===== src/rtl/bss_pkg.sv =====
// Shared types and constants for the bounded sequence store.
`default_nettype none

package bss_pkg;

    localparam int Depth = 64;
    localparam int WordW = 32;
    localparam int IdxW  = $clog2(Depth);
    localparam int CntW  = $clog2(Depth + 1);
    localparam int ReqW  = 3;

    typedef enum logic [ReqW-1:0] {
        REQ_PUSH_HEAD = 3'd0,
        REQ_POP_HEAD  = 3'd1,
        REQ_PUSH_TAIL = 3'd2,
        REQ_POP_TAIL  = 3'd3,
        REQ_FIND      = 3'd4,
        REQ_DELETE    = 3'd5,
        REQ_READ_AT   = 3'd6,
        REQ_CLEAR     = 3'd7
    } t_req_type;

    typedef enum logic [2:0] {
        CELL_HOLD,
        CELL_SHR,
        CELL_SHL,
        CELL_WRITE,
        CELL_ROTATE,
        CELL_DROP
    } t_cell_op;

    typedef enum logic {
        ST_IDLE,
        ST_SCAN
    } t_state;

    typedef struct packed {
        t_cell_op               op;
        logic [IdxW-1:0]        sel;
        logic [WordW-1:0]       data;
    } t_cell_cmd;

    typedef struct packed {
        t_req_type              kind;
        logic [WordW-1:0]       data;
        logic [IdxW-1:0]        pos;
    } t_request;

    typedef struct packed {
        logic                   ok;
        logic [WordW-1:0]       data;
        logic [IdxW-1:0]        pos;
    } t_result;

endpackage

`default_nettype wire


===== src/rtl/bss_cell.sv =====
// One storage cell of the sequence chain; moves data to or from its neighbors.
`default_nettype none

module bss_cell (
    input  wire logic                       i_clk,
    input  wire bss_pkg::t_cell_cmd         i_cmd,
    input  wire logic [bss_pkg::IdxW-1:0]   i_index,
    input  wire logic [bss_pkg::WordW-1:0]  i_left,
    input  wire logic [bss_pkg::WordW-1:0]  i_right,
    input  wire logic [bss_pkg::WordW-1:0]  i_head,
    output logic [bss_pkg::WordW-1:0]       o_data
);

    logic [bss_pkg::WordW-1:0] r_data;
    logic [bss_pkg::WordW-1:0] n_data;

    always_comb begin
        n_data = r_data;
        case (i_cmd.op)
            bss_pkg::CELL_SHR: begin
                n_data = i_left;
            end
            bss_pkg::CELL_SHL: begin
                n_data = i_right;
            end
            bss_pkg::CELL_WRITE: begin
                if (i_index == i_cmd.sel) n_data = i_cmd.data;
            end
            bss_pkg::CELL_ROTATE: begin
                if (i_index < i_cmd.sel) n_data = i_right;
                else if (i_index == i_cmd.sel) n_data = i_head;
            end
            bss_pkg::CELL_DROP: begin
                if (i_index < i_cmd.sel) n_data = i_right;
            end
            default: begin
                n_data = r_data;
            end
        endcase
    end

    always_ff @(posedge i_clk) begin
        r_data <= n_data;
    end

    assign o_data = r_data;

endmodule

`default_nettype wire


===== config.mk =====
export PLATFORM = sky130hd
export DESIGN_NAME = bss_cell
export DESIGN_NICKNAME = d
export VERILOG_FILES = /design/src/rtl/bss_pkg.sv /design/src/rtl/bss_cell.sv
export SDC_FILE = /design/constraint.sdc
export NUM_CORES = 1
export LEC_CHECK = 0
export ABC_AREA = 1
export BUFFER_PORTS_ARGS = -buffer_cell sky130_fd_sc_hd__clkbuf_2
export CAP_MARGIN = 10
export CORE_ASPECT_RATIO = 1.4
export CORE_MARGIN = 2
export CORE_UTILIZATION = 35
export DETAILED_ROUTE_END_ITERATION = 16
export GPL_TIMING_DRIVEN = 0
export PLACE_DENSITY_LB_ADDON = 0.05
export SLEW_MARGIN = 20
export SYNTH_ARGS = -nofsm -noshare
export SYNTH_HDL_FRONTEND = slang
export SYNTH_SLANG_ARGS = --single-unit

===== constraint.sdc =====
create_clock -name i_clk -period 10.04 [get_ports i_clk]
set_clock_uncertainty 0.1 [all_clocks]
set_input_delay 1.004 -clock i_clk [delete_from_list [all_inputs] [get_ports i_clk]]
set_output_delay 1.004 -clock i_clk [all_outputs]
set_load 0.005 [all_outputs]

==> impl_results.md <==
- First-pass GRT wire length: 15.6 mm
- Post-Syn Nets: roughly 570
- Row count: 39
- Final ANT Viol Nets: 0
- Root buf cell: clkbuf_16
- Footprint of the multi-input gates: 1330 sq um
- Hold path depth: 3
- Num CTS Buffers: 5
- Htree depth: 2
- Starting DRT DRC Count: 196
- VDD IR max: ~0.000066 V
- Max Root-Sink Buffers: 2
- Syn avg cell area: 6.80 sq um
- Vias after detailed routing: 3,358
- Share of post-route cells with drive strength above 1: between 30% and 40%
- Cts repair resizes: 0
- Post-route cell area: 4050 sq um
- Final Util: 50.3%
- Worst EP required: 9.92 ns
- Final Critical Period: 3.09 ns
- Setup_tns: 0 ns
- Core ar.: 8050 sq um
- Seq cells post-synth: 32
- Syn Inst Count: roughly 420
- DIE WIDTH: between 80 and 90 um
- Crit Path Category: in2reg
- Pwr/cell area: 123 nW/um^2
- Aggregate global-route resource usage: about 22%
- Worst Max-Slew Pin Slew: roughly 0.57 ns
- Dominant cell type by area after synthesis: edfxtp_1
- Placed cell area: 3910 sq um
- Crit Path Max Fanout: 18
- Tcrit/Tclk final: 30.8%
- Input/output buffers: about 180
- Most frequent cells in the layout: 175 x clkbuf_2, 107 x inv_1, 65 x a21oi_1
- Netlist cell types: 25
- Max cap viols: 0
- Clock sink count: 32
- Initial core utilization: between 30% and 40%
- Commonest non-fill, non-tap cell in the layout: clkbuf_2
- Drt total wl: 9.65 mm
- P&R area growth vs syn: 40.8%
- Vias in the first global route: 3,411
- Asr flop ratio synth: 0%
- Sequential cell area: 961 sq um
- Fmax: approximately 0.32 GHz
- Worst Setup End Kind: flop
- CTS tree: built
- Fin nets: about 760
- Synth warn: 0
- Overall power: 0.498 mW
- Largest net degree at the start of global routing: 19
- Via/cell ratio: 4.74
- Final Hold Fails: 0
- Post-Syn Area: around 2900 sq um
- GRT Residual Overflow: 0
- Post-synth top area share: 33.4%
- Initial antenna violation count: 0
- Critical Path AT: around 3 ns
- Antenna fix cells: 0
- Die area: 8970 sq um
- Synth Flop Type: edfxtp_1
- Drt drc: 0
- CP Capture Point: o_data[26]$_DFFE_PP_
- Area contributors post-synth: edfxtp_1 33%, inv_1 14%, a21oi_1 11%, nand4_1 7.2%, nand3_1 5.7%
- Placer Congestion: 0.846
- Initial DRT Pass Iterations: 4
- Reg clk slew, reported paths: 0.05 ns
- Crit path launch: i_cmd[37]
- Max reg flops: 32
- Endpoints failing setup: 0
- Die height: 111 um
- RSZ-0062 raised after global routing: false
- Routed len/inst: 13.6 um
- Post-CTS Setup Inserts: 0
- Register area share after synthesis: 33.4%
- Num ports: between 150 and 200
- Slew HR: 62.2%
- Critical path launch point type: input port
- Min-Delay Path Class: in2reg
- Layout fillers: about 880
- Number of flops mapped to enable cells by yosys: 32
- Leak Pwr: 2.26 nW
- Outcome: finished, final reports clean
- CTS hold repair buffers: 0
- Slew Viols, Final: 0
- Detailed placer's ending HPWL: between 7 and 8 mm
[power by group]
part	internal [mW]	switching, mW	total [mW]
sequential	0.180	0.00743	0.187
clock	0.0901	0.0556	0.146
combinational	0.0746	0.0909	0.165
[critical path: stages]
cell      delay, ns
clkbuf_2       0.07
inv_1          0.03
ha_1           0.33
nand2_1        0.12
inv_1          0.06
nand2_2        0.16
nand3_4        0.16
buf_6          0.18
nand4_1        0.06
nand2_1        0.09
nor2_4         0.46
buf_16         0.23
[worst min path at each step]
stage / startpoint / endpoint / slack, ns
after global routing: i_left[20] / o_data[20]$_DFFE_PP_ / 0.97
after CTS: i_left[24] / o_data[24]$_DFFE_PP_ / 0.94
after global placement: i_left[5] / o_data[5]$_DFFE_PP_ / 1.23
after detailed placement: i_left[24] / o_data[24]$_DFFE_PP_ / 1.23
final: i_left[28] / o_data[28]$_DFFE_PP_ / 0.95
after floorplan: i_left[0] / o_data[0]$_DFFE_PP_ / 1.13
[area by class of cell]
class / instances / area share [%]
multi-input cells: 255 / 33.0
flip-flops and latches: 32 / 23.7
repair buffers: 176 / 22.3
inverters: 109 / 10.1
plain buffers: 27 / 4.42
clock buffers: 6 / 3.18
well taps: 102 / 3.15
clock inverters: 1 / 0.124
[cells by family after synthesis]
family / Yosys count / share of synthesized area [%]
DFF: 32 / 33.4
AOI/OAI and AO/OA: 99 / 17.8
and+or+nand+nor: 149 / 25.3
adders and majority gates: 7 / 3.05
buffers and inverters: 136 / 20.5
[stage by stage]
step | setup slack, ns | hold WS, ns | instances
final | 6.95 | 0.946 | 708
after global routing | 6.78 | 0.967 | 708
after CTS | 6.90 | 0.942 | 708
after detailed placement | 6.62 | 1.23 | 701
after global placement | 4.98 | 1.23 | 700
after floorplan | 6.15 | 1.13 | 423
[per-layer routing]
| metal | vias to the layer above | GRT usage [%] | share of wire, % |
|---|---|---|---|
| met4 | 0 | 5.99 | 1.3 |
| met1 | 1487 | 24.8 | 39 |
| met2 | 114 | 41.8 | 53 |
| li1 | 1748 | - | - |
| met5 | - | 0 | 0 |
| met3 | 9 | 3.75 | 6.6 |
[synth_stat cells, drive strengths merged (7+ instances only)]
library cell    n
a21oi          66
buf            17
clkbuf         10
edfxtp         32
ha              7
inv           108
nand2          44
nand3          35
nand4          33
nor2           34
o21ai          33
(Power assumes the default switching activity.)
