<file path="src/rtl/bss_pkg.sv">
// Shared types and constants for the bounded sequence store.
`default_nettype none

package bss_pkg;

    localparam int Depth = 64;
    localparam int WordW = 32;
    localparam int IdxW  = $clog2(Depth);
    localparam int CntW  = $clog2(Depth + 1);
    localparam int ReqW  = 3;

    typedef enum logic [ReqW-1:0] {
        REQ_PUSH_HEAD = 3'd0,
        REQ_POP_HEAD  = 3'd1,
        REQ_PUSH_TAIL = 3'd2,
        REQ_POP_TAIL  = 3'd3,
        REQ_FIND      = 3'd4,
        REQ_DELETE    = 3'd5,
        REQ_READ_AT   = 3'd6,
        REQ_CLEAR     = 3'd7
    } t_req_type;

    typedef enum logic [2:0] {
        CELL_HOLD,
        CELL_SHR,
        CELL_SHL,
        CELL_WRITE,
        CELL_ROTATE,
        CELL_DROP
    } t_cell_op;

    typedef enum logic {
        ST_IDLE,
        ST_SCAN
    } t_state;

    typedef struct packed {
        t_cell_op               op;
        logic [IdxW-1:0]        sel;
        logic [WordW-1:0]       data;
    } t_cell_cmd;

    typedef struct packed {
        t_req_type              kind;
        logic [WordW-1:0]       data;
        logic [IdxW-1:0]        pos;
    } t_request;

    typedef struct packed {
        logic                   ok;
        logic [WordW-1:0]       data;
        logic [IdxW-1:0]        pos;
    } t_result;

endpackage

`default_nettype wire

</file>
<file path="src/rtl/bss_ctrl.sv">
// Request sequencer: occupancy, scan walk over the chain and result staging.
`default_nettype none

module bss_ctrl (
    input  wire logic                       i_clk,
    input  wire logic                       i_rst_n,
    input  wire logic                       i_req_valid,
    output logic                            o_req_ready,
    input  wire bss_pkg::t_request          i_req,
    input  wire logic [bss_pkg::WordW-1:0]  i_head,
    output bss_pkg::t_cell_cmd              o_cmd,
    output logic                            o_res_valid,
    input  wire logic                       i_res_take,
    output bss_pkg::t_result                o_res
);

    bss_pkg::t_state                r_state, n_state;
    logic [bss_pkg::CntW-1:0]       r_occ, n_occ;
    logic [bss_pkg::CntW-1:0]       r_left, n_left;
    logic [bss_pkg::IdxW-1:0]       r_step, n_step;
    logic                           r_found, n_found;
    bss_pkg::t_request              r_req, n_req;
    bss_pkg::t_result               r_res, n_res;
    logic                           r_res_valid, n_res_valid;
    logic [bss_pkg::CntW-1:0]       w_occ_m1;
    logic                           w_accept;
    logic                           w_match;

    assign o_req_ready = (r_state == bss_pkg::ST_IDLE) && !r_res_valid;
    assign w_accept    = i_req_valid && o_req_ready;
    assign w_occ_m1    = r_occ - 1'b1;
    assign w_match     = (i_head == r_req.data) && !r_found;

    always_comb begin
        n_state     = r_state;
        n_occ       = r_occ;
        n_left      = r_left;
        n_step      = r_step;
        n_found     = r_found;
        n_req       = r_req;
        n_res       = r_res;
        n_res_valid = r_res_valid && !i_res_take;
        o_cmd.op    = bss_pkg::CELL_HOLD;
        o_cmd.sel   = '0;
        o_cmd.data  = i_req.data;

        case (r_state)
            bss_pkg::ST_IDLE: begin
                if (w_accept) begin
                    n_res       = '0;
                    n_res_valid = 1'b1;
                    n_req       = i_req;
                    n_left      = r_occ;
                    n_step      = '0;
                    n_found     = 1'b0;
                    case (i_req.kind)
                        bss_pkg::REQ_PUSH_HEAD: begin
                            if (r_occ < bss_pkg::CntW'(bss_pkg::Depth)) begin
                                o_cmd.op = bss_pkg::CELL_SHR;
                                n_occ    = r_occ + 1'b1;
                                n_res.ok = 1'b1;
                            end
                        end
                        bss_pkg::REQ_POP_HEAD: begin
                            if (r_occ != '0) begin
                                o_cmd.op   = bss_pkg::CELL_SHL;
                                n_occ      = w_occ_m1;
                                n_res.ok   = 1'b1;
                                n_res.data = i_head;
                            end
                        end
                        bss_pkg::REQ_PUSH_TAIL: begin
                            if (r_occ < bss_pkg::CntW'(bss_pkg::Depth)) begin
                                o_cmd.op  = bss_pkg::CELL_WRITE;
                                o_cmd.sel = r_occ[bss_pkg::IdxW-1:0];
                                n_occ     = r_occ + 1'b1;
                                n_res.ok  = 1'b1;
                            end
                        end
                        bss_pkg::REQ_POP_TAIL, bss_pkg::REQ_FIND, bss_pkg::REQ_DELETE: begin
                            if (r_occ != '0) begin
                                n_state     = bss_pkg::ST_SCAN;
                                n_res_valid = 1'b0;
                            end
                        end
                        bss_pkg::REQ_READ_AT: begin
                            if ({1'b0, i_req.pos} < r_occ) begin
                                n_state     = bss_pkg::ST_SCAN;
                                n_res_valid = 1'b0;
                            end
                        end
                        bss_pkg::REQ_CLEAR: begin
                            n_occ    = '0;
                            n_res.ok = 1'b1;
                        end
                        default: begin
                            n_res_valid = 1'b1;
                        end
                    endcase
                end
            end
            bss_pkg::ST_SCAN: begin
                // cell 0 holds the entry at position r_step
                o_cmd.op  = bss_pkg::CELL_ROTATE;
                o_cmd.sel = w_occ_m1[bss_pkg::IdxW-1:0];
                case (r_req.kind)
                    bss_pkg::REQ_FIND: begin
                        if (w_match) begin
                            n_found   = 1'b1;
                            n_res.ok  = 1'b1;
                            n_res.pos = r_step;
                        end
                    end
                    bss_pkg::REQ_DELETE: begin
                        if (w_match) begin
                            o_cmd.op = bss_pkg::CELL_DROP;
                            n_occ    = w_occ_m1;
                            n_found  = 1'b1;
                            n_res.ok = 1'b1;
                        end
                    end
                    bss_pkg::REQ_READ_AT: begin
                        if (r_step == r_req.pos) begin
                            n_res.ok   = 1'b1;
                            n_res.data = i_head;
                        end
                    end
                    bss_pkg::REQ_POP_TAIL: begin
                        if (r_left == bss_pkg::CntW'(1)) begin
                            o_cmd.op   = bss_pkg::CELL_DROP;
                            n_occ      = w_occ_m1;
                            n_res.ok   = 1'b1;
                            n_res.data = i_head;
                        end
                    end
                    default: begin
                        n_found = r_found;
                    end
                endcase
                n_step = r_step + 1'b1;
                n_left = r_left - 1'b1;
                if (r_left == bss_pkg::CntW'(1)) begin
                    n_state     = bss_pkg::ST_IDLE;
                    n_res_valid = 1'b1;
                end
            end
            default: begin
                n_state = bss_pkg::ST_IDLE;
            end
        endcase
    end

    always_ff @(posedge i_clk) begin
        if (!i_rst_n) begin
            r_state     <= bss_pkg::ST_IDLE;
            r_occ       <= '0;
            r_res_valid <= 1'b0;
        end else begin
            r_state     <= n_state;
            r_occ       <= n_occ;
            r_res_valid <= n_res_valid;
        end
    end

    always_ff @(posedge i_clk) begin
        r_left  <= n_left;
        r_step  <= n_step;
        r_found <= n_found;
        r_req   <= n_req;
        r_res   <= n_res;
    end

    assign o_res_valid = r_res_valid;
    assign o_res       = r_res;

endmodule

`default_nettype wire

</file>
<file path="config.mk">
export PLATFORM = sky130hd
export DESIGN_NAME = bss_ctrl
export DESIGN_NICKNAME = d
export VERILOG_FILES = /design/src/rtl/bss_pkg.sv /design/src/rtl/bss_ctrl.sv
export SDC_FILE = /design/constraint.sdc
export NUM_CORES = 1
export LEC_CHECK = 0
export BUFFER_PORTS_ARGS = -buffer_cell sky130_fd_sc_hd__buf_2
export CORE_UTILIZATION = 36
export CTS_CLUSTER_DIAMETER = 200
export DETAILED_ROUTE_END_ITERATION = 8
export GPL_ROUTABILITY_DRIVEN = 0
export PLACE_DENSITY_LB_ADDON = 0.1
export SYNTH_ARGS = -nofsm -noshare
export SYNTH_HDL_FRONTEND = slang
export SYNTH_SLANG_ARGS = --single-unit
</file>
<file path="constraint.sdc">
create_clock -name i_clk -period 9.8 [get_ports i_clk]
set_input_delay 2.94 -clock i_clk [delete_from_list [all_inputs] [get_ports i_clk]]
set_output_delay 2.94 -clock i_clk [all_outputs]
set_load 0.05 [all_outputs]
</file>
==> results of run 1 <==
## cell families (layout without fill, tap and decap cells)
logic type	after synthesis	after routing	synth area share (%)
multiplexers	1	1	0.217
AND/OR/NAND/NOR	137	137	14.5
other	0	1	0
AO/OA/AOI/OAI	65	65	8.45
flip-flops	103	103	57.9
buffers and inverters	67	190	7.73
XOR/XNOR	52	52	8.79
adder cells (fa/ha/maj)	10	10	2.41
## flip-flops by register name, summed over array words and instances (netlist names)
| name | flops |
|---|---|
| o_res_valid | 1 |
| r_occ | 7 |
| r_req | 41 |
| r_state | 1 |
| r_step | 6 |
| r_left | 7 |
| r_found | 1 |
| o_res | 39 |
## worst paths after layout
check	startpoint	depth (start not counted)	endpoint	slack [ns]
setup / recovery	i_head[22]	7	o_cmd[38]	2.33
hold / removal	o_res_valid$_SDFF_PN0_	4	o_res_valid$_SDFF_PN0_	0.64
setup reg to reg	r_occ[0]$_SDFFE_PN0P_	7	o_res[38]$_SDFFCE_PP1P_	6.72
hold reg to reg	o_res_valid$_SDFF_PN0_	4	o_res_valid$_SDFF_PN0_	0.64
## final cells by class
cell class / count / area, um2 / area share, %
antenna: 1 / 2.50 / 0.0406
clock buffer: 10 / 229 / 3.72
clock inverter: 5 / 50.0 / 0.813
inverter: 15 / 56.3 / 0.914
multi-input combinational: 265 / 1790 / 29.0
sequential: 103 / 3000 / 48.8
tap: 180 / 225 / 3.66
timing repair buffer: 160 / 806 / 13.1
## stage by stage
stage / instances / setup slack [ns] / instance area [um2] / util (%)
3_3_place_gp: 723 / 2.27 / 5880 / 42.0
2_1_floorplan: 435 / 1.27 / 5180 / -
4_1_cts: 738 / 2.20 / 6160 / 44.0
6_report: 739 / 2.33 / 6160 / 44.0
5_1_grt: 739 / 2.14 / 6160 / 44.0
3_5_place_dp: 723 / 2.21 / 5880 / 42.0
## layer usage
metal	GRT usage, %	wire [um]	vias up	share of wire, %
li1	-	-	1752	-
met1	20.6	5050	1637	45
met2	24.5	5280	131	47
met3	4.45	682	9	6.1
met4	6.71	172	0	1.5
met5	0	0	-	0
## power by group
part	total (uW)	leakage [uW]	switching, uW	internal, uW
clock network	347	0.000133	152	195
registers	654	0.00100	54.5	600
logic	557	0.00128	401	156
## cell usage in the layout, fill, tap and decap left out, types with 4 or more instances in the layout
| cell type | count |
|---|---|
| a21oi_1 | 25 |
| and2_1 | 7 |
| and3_1 | 4 |
| buf_2 | 158 |
| clkbuf_16 | 9 |
| dfxtp_1 | 9 |
| edfxtp_1 | 94 |
| ha_1 | 10 |
| inv_1 | 10 |
| inv_2 | 5 |
| nand2_1 | 21 |
| nand3_1 | 10 |
| nand4_1 | 9 |
| nor2_1 | 28 |
| nor2b_1 | 33 |
| nor3_1 | 9 |
| o21ai_0 | 7 |
| o21ai_1 | 9 |
| xnor2_1 | 42 |
| xor2_1 | 10 |
## worst min-delay path, cell delays in order, from the launching register on
cell     delay (ns)
dfxtp_1        0.33
inv_1          0.07
o22ai_1        0.09
nand2_1        0.06
o21ai_1        0.05
==> flow_summary.json, run 1 <==
{
  "setup_viol": 0,
  "core_area_um2": 14000,
  "grt_max_degree": 48,
  "antenna_found_initial": 1,
  "post_drt_wl_per_cell_um": 15.1,
  "relSlewSlack_pct": 36.3,
  "crit_path_max_incr_delay_ns": 0.37,
  "cts_tree": "built",
  "yosysMostFrequentCell": "edfxtp_1",
  "ioPinCount": 159,
  "cpMostUsedCell": "buf_2",
  "maxSlewViolCount": 0,
  "setup_tns_ns": 0,
  "firstDrtPassIters": 5,
  "cp_top_family": "simple AND/OR/NAND/NOR gates",
  "cts_buffer_depth": 2,
  "drcViolationCount": 0,
  "path_clk_slew_ns": 0.07,
  "synth-main-ff-cell": "edfxtp_1",
  "whs_ns": 0.640,
  "cts_buffers": 9,
  "critPathSlowestCell": "nor4_2",
  "start_util_pct": 37.0,
  "period_minus_slack_ns": 7.47,
  "async_flop_share_pct": 0,
  "critPathMaxFanout": 5,
  "syn_area_um2": 5180,
  "nets": 641,
  "synthTopCellsByArea": "edfxtp_1 (54%), xnor2_1 (7.1%), buf_4 (5.1%), nor2b_1 (4.0%), dfxtp_1 (3.5%)",
  "crit_chain": "buf_2 > xnor2_1 > nand4_1 > nor4_2 > nand3_2 > o221ai_1 > buf_2",
  "total_power_uw": 1560,
  "crit_type": "in2out",
  "syn_avg_cell_area_um2": 11.9,
  "cts.sinks": 103,
  "die_y_um": 122,
  "cp.required_ns": 6.86,
  "synth_edf_count": 94,
  "rsz0062_at_grt": "no",
  "cts_setup_buffers": 0,
  "cp_num_buf_inv": 2,
  "synth_cells": 435,
  "end_kind": "output port",
  "die_w_um": 122,
  "post_cts_resized": 0,
  "cts_hold_buf": 0,
  "synth_top_area_share_pct": 54.5,
  "synth-seq-cells": 103,
  "wl_mm": 11.2,
  "p_per_area_nw_per_um2": 253,
  "hp-class": "reg2reg",
  "synth-seq-area-share_pct": 57.9,
  "gr-total-overflow": 0,
  "status": "finished clean",
  "grt_pass1_wl_mm": 17.3,
  "fill_cells": 1367,
  "yosys-top-cells-count": "edfxtp_1 (94), xnor2_1 (42), buf_4 (35), nor2b_1 (33), nor2_1 (29)",
  "drt_iter0_drc": 213,
  "antenna_left": 0,
  "fmax_ghz": 0.134,
  "synth_cell_types": 51,
  "yosys.area.top_type": "edfxtp_1",
  "vias": 3529,
  "io_buffers": 158,
  "ys_warn_count": 0,
  "finalHoldViolCount": 0,
  "insertion_delay_ns": 0.35,
  "start_kind": "input port",
  "p_leak_uw": 0.00242,
  "tightest_slew_ns": 0.956,
  "ir_worst_vdd_mv": 0.0943,
  "row_count": 43,
  "cts_max_level": 3,
  "cap_viol_max_count": 0,
  "syn_nets": 522,
  "finClkSkew_ns": 0.0120,
  "avgViaCountPerCell": 4.78,
  "timing.final.crit_share_pct": 76.3,
  "drive_above_1_share_pct": 33.5,
  "cp.arrival_ns": 4.53,
  "cts-root-buf": "clkbuf_16",
  "dp_hpwl_mm": 8.21,
  "area_growth_pct": 18.9,
  "grt_pass1_vias": 3350,
  "grt_usage_pct": 15.8,
  "dieArea_um2": 14900
}
(Power assumes the default switching activity.)
==> inputs of run 2 (changes only) <==
clock period = 6.5 ns   (was 9.8 ns; I/O delays follow)
==> run 2 against run 1 <==
Effect of this change:
- clock skew down 0.0074 ns
- sequential power rose by 50%
- first-iteration DRC count shrank 28%
- worst hold slack improved by 0.0043 ns
- final area rose by 0.24%
- register-to-register slack got worse by 3.3 ns
- non-clock buffer count unchanged
- core utilization up 0.11 points
- cell count did not move
- sequential cell count stayed put
- routed wire length up 3.1%
- critical path type unchanged
- largest power group unchanged
- highest routed layer unchanged
==> flow_summary.json, run 2 (synthesized netlist as in run 1, its figures left out) <==
{
  "numPlacedInstances": 723,
  "cp_top_family": "simple AND/OR/NAND/NOR gates",
  "crit_type": "in2out",
  "dieArea_um2": 14900,
  "crit_path_max_incr_delay_ns": 0.39,
  "p_leak_uw": 0.00243,
  "cts-root-buf": "clkbuf_16",
  "crit_chain": "buf_2 > xnor2_1 > nand4_1 > nor4_2 > nand3_2 > o221ai_1 > buf_2",
  "setup_tns_ns": 0,
  "drive_above_1_share_pct": 34.0,
  "antenna_found_initial": 0,
  "relSlewSlack_pct": 30.1,
  "die_w_um": 122,
  "cts_hold_buf": 0,
  "period_minus_slack_ns": 5.52,
  "drt_iter0_drc": 154,
  "wl_mm": 11.5,
  "row_count": 43,
  "largest_register": "r_req",
  "dpl_worst_slack_ns": 0.895,
  "core_area_um2": 14000,
  "cts_max_level": 3,
  "avgViaCountPerCell": 4.80,
  "cts_buffers": 9,
  "critPathSlowestCell": "nor4_2",
  "ir_worst_vdd_mv": 0.142,
  "cp.required_ns": 4.55,
  "rsz0062_at_grt": "no",
  "cpMostUsedCell": "buf_2",
  "grt_pass1_vias": 3450,
  "io_buffers": 158,
  "insertion_delay_ns": 0.35,
  "finalHoldViolCount": 0,
  "drcViolationCount": 0,
  "vias": 3550,
  "start_kind": "input port",
  "start_util_pct": 37.0,
  "total_power_uw": 2380,
  "cp.arrival_ns": 3.57,
  "whs_ns": 0.644,
  "critPathMaxFanout": 5,
  "p_per_area_nw_per_um2": 385,
  "timing.final.crit_share_pct": 85.0,
  "mostFrequentLayoutCell": "buf_2",
  "sequentialPowerShare_pct": 41.4,
  "end_kind": "output port",
  "fill_cells": 1369,
  "cp_num_buf_inv": 2,
  "setup_ws_ns": 0.977,
  "status": "finished clean",
  "antenna_left": 0,
  "post_drt_wl_per_cell_um": 15.6,
  "sw_frac_of_total_pct": 39.4,
  "hp-class": "reg2reg",
  "maxSlewViolCount": 0,
  "grt_pass1_wl_mm": 18.0,
  "die_y_um": 122,
  "post_cts_resized": 0,
  "cts_setup_buffers": 0,
  "grt_max_degree": 38,
  "cap_viol_max_count": 0,
  "cts_tree": "built",
  "ioPinCount": 159,
  "tightest_slew_ns": 1.05,
  "setup_viol": 0,
  "antennaDiodeCount": 0,
  "stdcell_count": 739,
  "largest_reg_flops": 41,
  "finClkSkew_ns": 0.00455,
  "dp_hpwl_mm": 8.32,
  "firstDrtPassIters": 6,
  "cts_buffer_depth": 2,
  "grt_usage_pct": 16.4,
  "gr-total-overflow": 0,
  "clkPwrFrac_pct": 23.0,
  "cts.sinks": 103,
  "area_growth_pct": 19.1,
  "p_sw_uw": 937,
  "nets": 641,
  "power.internal_uw": 1440,
  "comb_power_share_pct": 35.6,
  "final_cell_mix": "buf_2 (158), edfxtp_1 (94), xnor2_1 (42)",
  "fmax_ghz": 0.181,
  "path_clk_slew_ns": 0.07
}
-- run 2: cell types whose count changed in the layout (fill, tap and decap cells not counted), sizes merged --
cell    before  now
clkbuf      10    9
diode        1    0
inv         15   17
-- run 2: path summary, 6_finish.rpt --
| check | startpoint | end | slack [ns] | cells past startpoint |
|---|---|---|---|---|
| max | i_head[21] | o_cmd[38] | 0.98 | 7 |
| min | o_res_valid$_SDFF_PN0_ | o_res_valid$_SDFF_PN0_ | 0.64 | 4 |
| max reg2reg | r_occ[0]$_SDFFE_PN0P_ | o_res[38]$_SDFFCE_PP1P_ | 3.38 | 7 |
| min reg2reg | o_res_valid$_SDFF_PN0_ | o_res_valid$_SDFF_PN0_ | 0.64 | 4 |
-- run 2: through the flow --
step / utilization (%) / cell area (um2)
floorplan: - / 5180
global placement: 42.0 / 5880
detailed placement: 42.0 / 5880
CTS: 44.1 / 6170
global route: 44.1 / 6170
finish: 44.1 / 6170
-- run 2: area by class of cell --
| type | instances | area, um2 | area share, % |
|---|---|---|---|
| sequential | 103 | 3000 | 48.6 |
| multi-input combinational | 265 | 1790 | 29.0 |
| timing repair buffer | 160 | 806 | 13.0 |
| clock buffer | 9 | 225 | 3.65 |
| tap | 180 | 225 | 3.65 |
| clock inverter | 7 | 71.3 | 1.16 |
| inverter | 15 | 56.3 | 0.912 |
-- run 2: per-layer routing --
metal	vias to the layer above	global-route usage (%)	wire (um)
li1	1749	-	-
met5	-	0	0
met3	13	4.17	820
met1	1643	20.9	5040
met4	0	6.25	170
met2	145	26.6	5500
-- run 2: power by group through the flow --
| stage | Sequential [uW] | Clock (uW) | Combinational, uW |
|---|---|---|---|
| finish | 984 | 546 | 846 |
| global placement | 997 | 0 | 846 |
| global route | 1000 | 588 | 915 |
| detailed placement | 999 | 0 | 853 |
| CTS | 985 | 567 | 855 |
| floorplan | 1200 | 0 | 453 |
-- run 2: worst reg2reg max path, stage by stage, from the launching register on --
cell and delay (ns):
dfxtp_1 0.40, inv_1 0.17, ha_1 0.29, or3b_4 0.45, nor4_4 0.23, nor2_1 0.15
a31oi_4 0.84, nand3b_1 0.27
==> inputs of run 3 (changes only) <==
clock period = 4.9 ns   (was 6.5 ns; I/O delays follow)
==> run 3 against run 2 <==
Effect of this change:
- sequential cell count did not move
- critical path type unchanged
- core utilization rose by 0.089 points
- total power rose by 33%
- highest routed layer unchanged
==> flow_summary.json, run 3 (synthesized netlist as in run 1, its figures left out) <==
{
  "status": "finished clean",
  "cts_tree": "built",
  "setup_tns_ns": 0,
  "setup_viol": 0,
  "timing.final.crit_share_pct": 92.1,
  "final_cell_mix": "buf_2 (158), edfxtp_1 (94), xnor2_1 (42)",
  "crit_chain": "buf_2 > xnor2_1 > nand4_1 > nor4_2 > nand3_2 > o221ai_1 > buf_2",
  "cts-root-buf": "clkbuf_16",
  "placed_cell_area_um2": 5880,
  "cp_num_buf_inv": 2,
  "grt_max_degree": 38,
  "cap_viol_max_count": 0,
  "relSlewSlack_pct": 34.9,
  "gr-total-overflow": 0,
  "start_kind": "input port",
  "p_leak_uw": 0.00243,
  "period_minus_slack_ns": 4.51,
  "ioPinCount": 159,
  "maxSlewViolCount": 0,
  "area_growth_pct": 19.4,
  "largest_register": "r_req",
  "post_cts_resized": 0,
  "end_kind": "output port",
  "holdPathStages": 1,
  "crit_type": "in2out",
  "nets": 641,
  "grt-busiest-layer": "met2",
  "cp.required_ns": 3.43,
  "drcViolationCount": 0,
  "die_w_um": 122,
  "cts.sinks": 103,
  "sequentialPowerShare_pct": 41.3,
  "hp-class": "reg2reg",
  "cts_max_level": 3,
  "r2r_setup_slack_ns": 1.80,
  "p_sw_uw": 1250,
  "core_area_um2": 14000,
  "seqCellArea_um2": 3000,
  "sw_frac_of_total_pct": 39.5,
  "dp_hpwl_mm": 8.20,
  "finalHoldViolCount": 0,
  "critPathSlowestCell": "nor4_2",
  "drive_above_1_share_pct": 34.2,
  "p_per_area_nw_per_um2": 511,
  "multi_input_area_um2": 1790,
  "r2r-start": "r_occ[0]$_SDFFE_PN0P_",
  "path_clk_slew_ns": 0.06,
  "clkPwrFrac_pct": 23.3,
  "crit_path_max_incr_delay_ns": 0.37,
  "reg2reg_depth": 7,
  "cp.arrival_ns": 3.04,
  "cts_buffers": 9,
  "critPathMaxFanout": 5,
  "cts_buffer_depth": 2,
  "drt_iter0_drc": 176,
  "cpMostUsedCell": "buf_2",
  "wl_mm": 11.4,
  "rsz0062_at_grt": "no",
  "die_y_um": 122,
  "vias": 3541,
  "hold_start": "r_step[1]$_SDFFCE_PN0N_",
  "cts_setup_buffers": 0,
  "cts_hold_buf": 0,
  "post_drt_wl_per_cell_um": 15.4,
  "design_area_um2": 6190,
  "tightest_slew_ns": 0.974,
  "ir_worst_vdd_mv": 0.245,
  "start_util_pct": 37.0,
  "r2r_end": "o_res[38]$_SDFFCE_PP1P_",
  "mostFrequentLayoutCell": "buf_2",
  "antennaDiodeCount": 0,
  "fmax_ghz": 0.222,
  "antenna_found_initial": 0,
  "largest_reg_flops": 41,
  "hold_end": "o_res[1]$_SDFFCE_PN0P_",
  "avgViaCountPerCell": 4.79,
  "row_count": 43,
  "io_buffers": 158,
  "grt_use_met3_pct": 3.37,
  "finClkSkew_ns": 0.0115,
  "firstDrtPassIters": 4,
  "grtUsageMet2_pct": 25.6,
  "fill_cells": 1368,
  "met1_usage_pct": 20.0,
  "grt_pass1_vias": 3323,
  "power.internal_uw": 1910,
  "comb_power_share_pct": 35.4,
  "cp_top_family": "simple AND/OR/NAND/NOR gates",
  "grt_usage_pct": 15.8,
  "insertion_delay_ns": 0.35,
  "grt_pass1_wl_mm": 17.4,
  "dieArea_um2": 14900,
  "antenna_left": 0
}
[run 3: cell count changes in the layout (fill, tap and decap cells not counted)]
cell / change
clkinv_2: -2
clkinv_4: +1
inv_6: +1
nor3b_1: -1
nor3b_2: +1
[run 3: power groups by stage]
stage	combinational, uW	clock [uW]	sequential [uW]
2_1_floorplan	602	0	1590
3_3_place_gp	1120	0	1320
3_5_place_dp	1130	0	1330
4_1_cts	1130	763	1310
5_1_grt	1200	793	1330
6_report	1120	737	1300
[run 3: how the worst max path moves through the flow]
stage                startpoint   endpoint  slack (ns)  depth (start not counted)
finish               i_head[21]  o_cmd[38]        0.39                          7
global route         i_head[21]  o_cmd[38]        0.19                          7
CTS                  i_head[21]  o_cmd[38]        0.27                          7
detailed placement   i_head[21]  o_cmd[38]        0.28                          7
global placement     i_head[21]  o_cmd[38]        0.30                          7
floorplan           i_req_valid  o_cmd[32]        0.19                          6
[run 3: cell type report]
| class | count | area share, % |
|---|---|---|
| clock buffers | 9 | 3.64 |
| clock inverters | 7 | 1.27 |
| inverters | 15 | 0.910 |
| multi-input cells | 265 | 29.0 |
| flip-flops and latches | 103 | 48.5 |
| well taps | 180 | 3.64 |
| repair buffers | 160 | 13.0 |
[run 3: stage by stage]
stage	std cells	util, %	hold slack (ns)	setup slack, ns	power (uW)
2_1_floorplan	435	-	0.426	0.189	2200
3_3_place_gp	723	42.1	0.602	0.301	2440
3_5_place_dp	723	42.1	0.631	0.281	2460
4_1_cts	739	44.2	0.648	0.269	3200
5_1_grt	739	44.2	0.686	0.189	3330
6_report	739	44.2	0.645	0.387	3160
[run 3: routing by layer]
metal / routed length (um) / part of all wire (%)
met4: 157 / 1.4
met1: 5160 / 45
met2: 5520 / 48
met3: 553 / 4.9
met5: 0 / 0
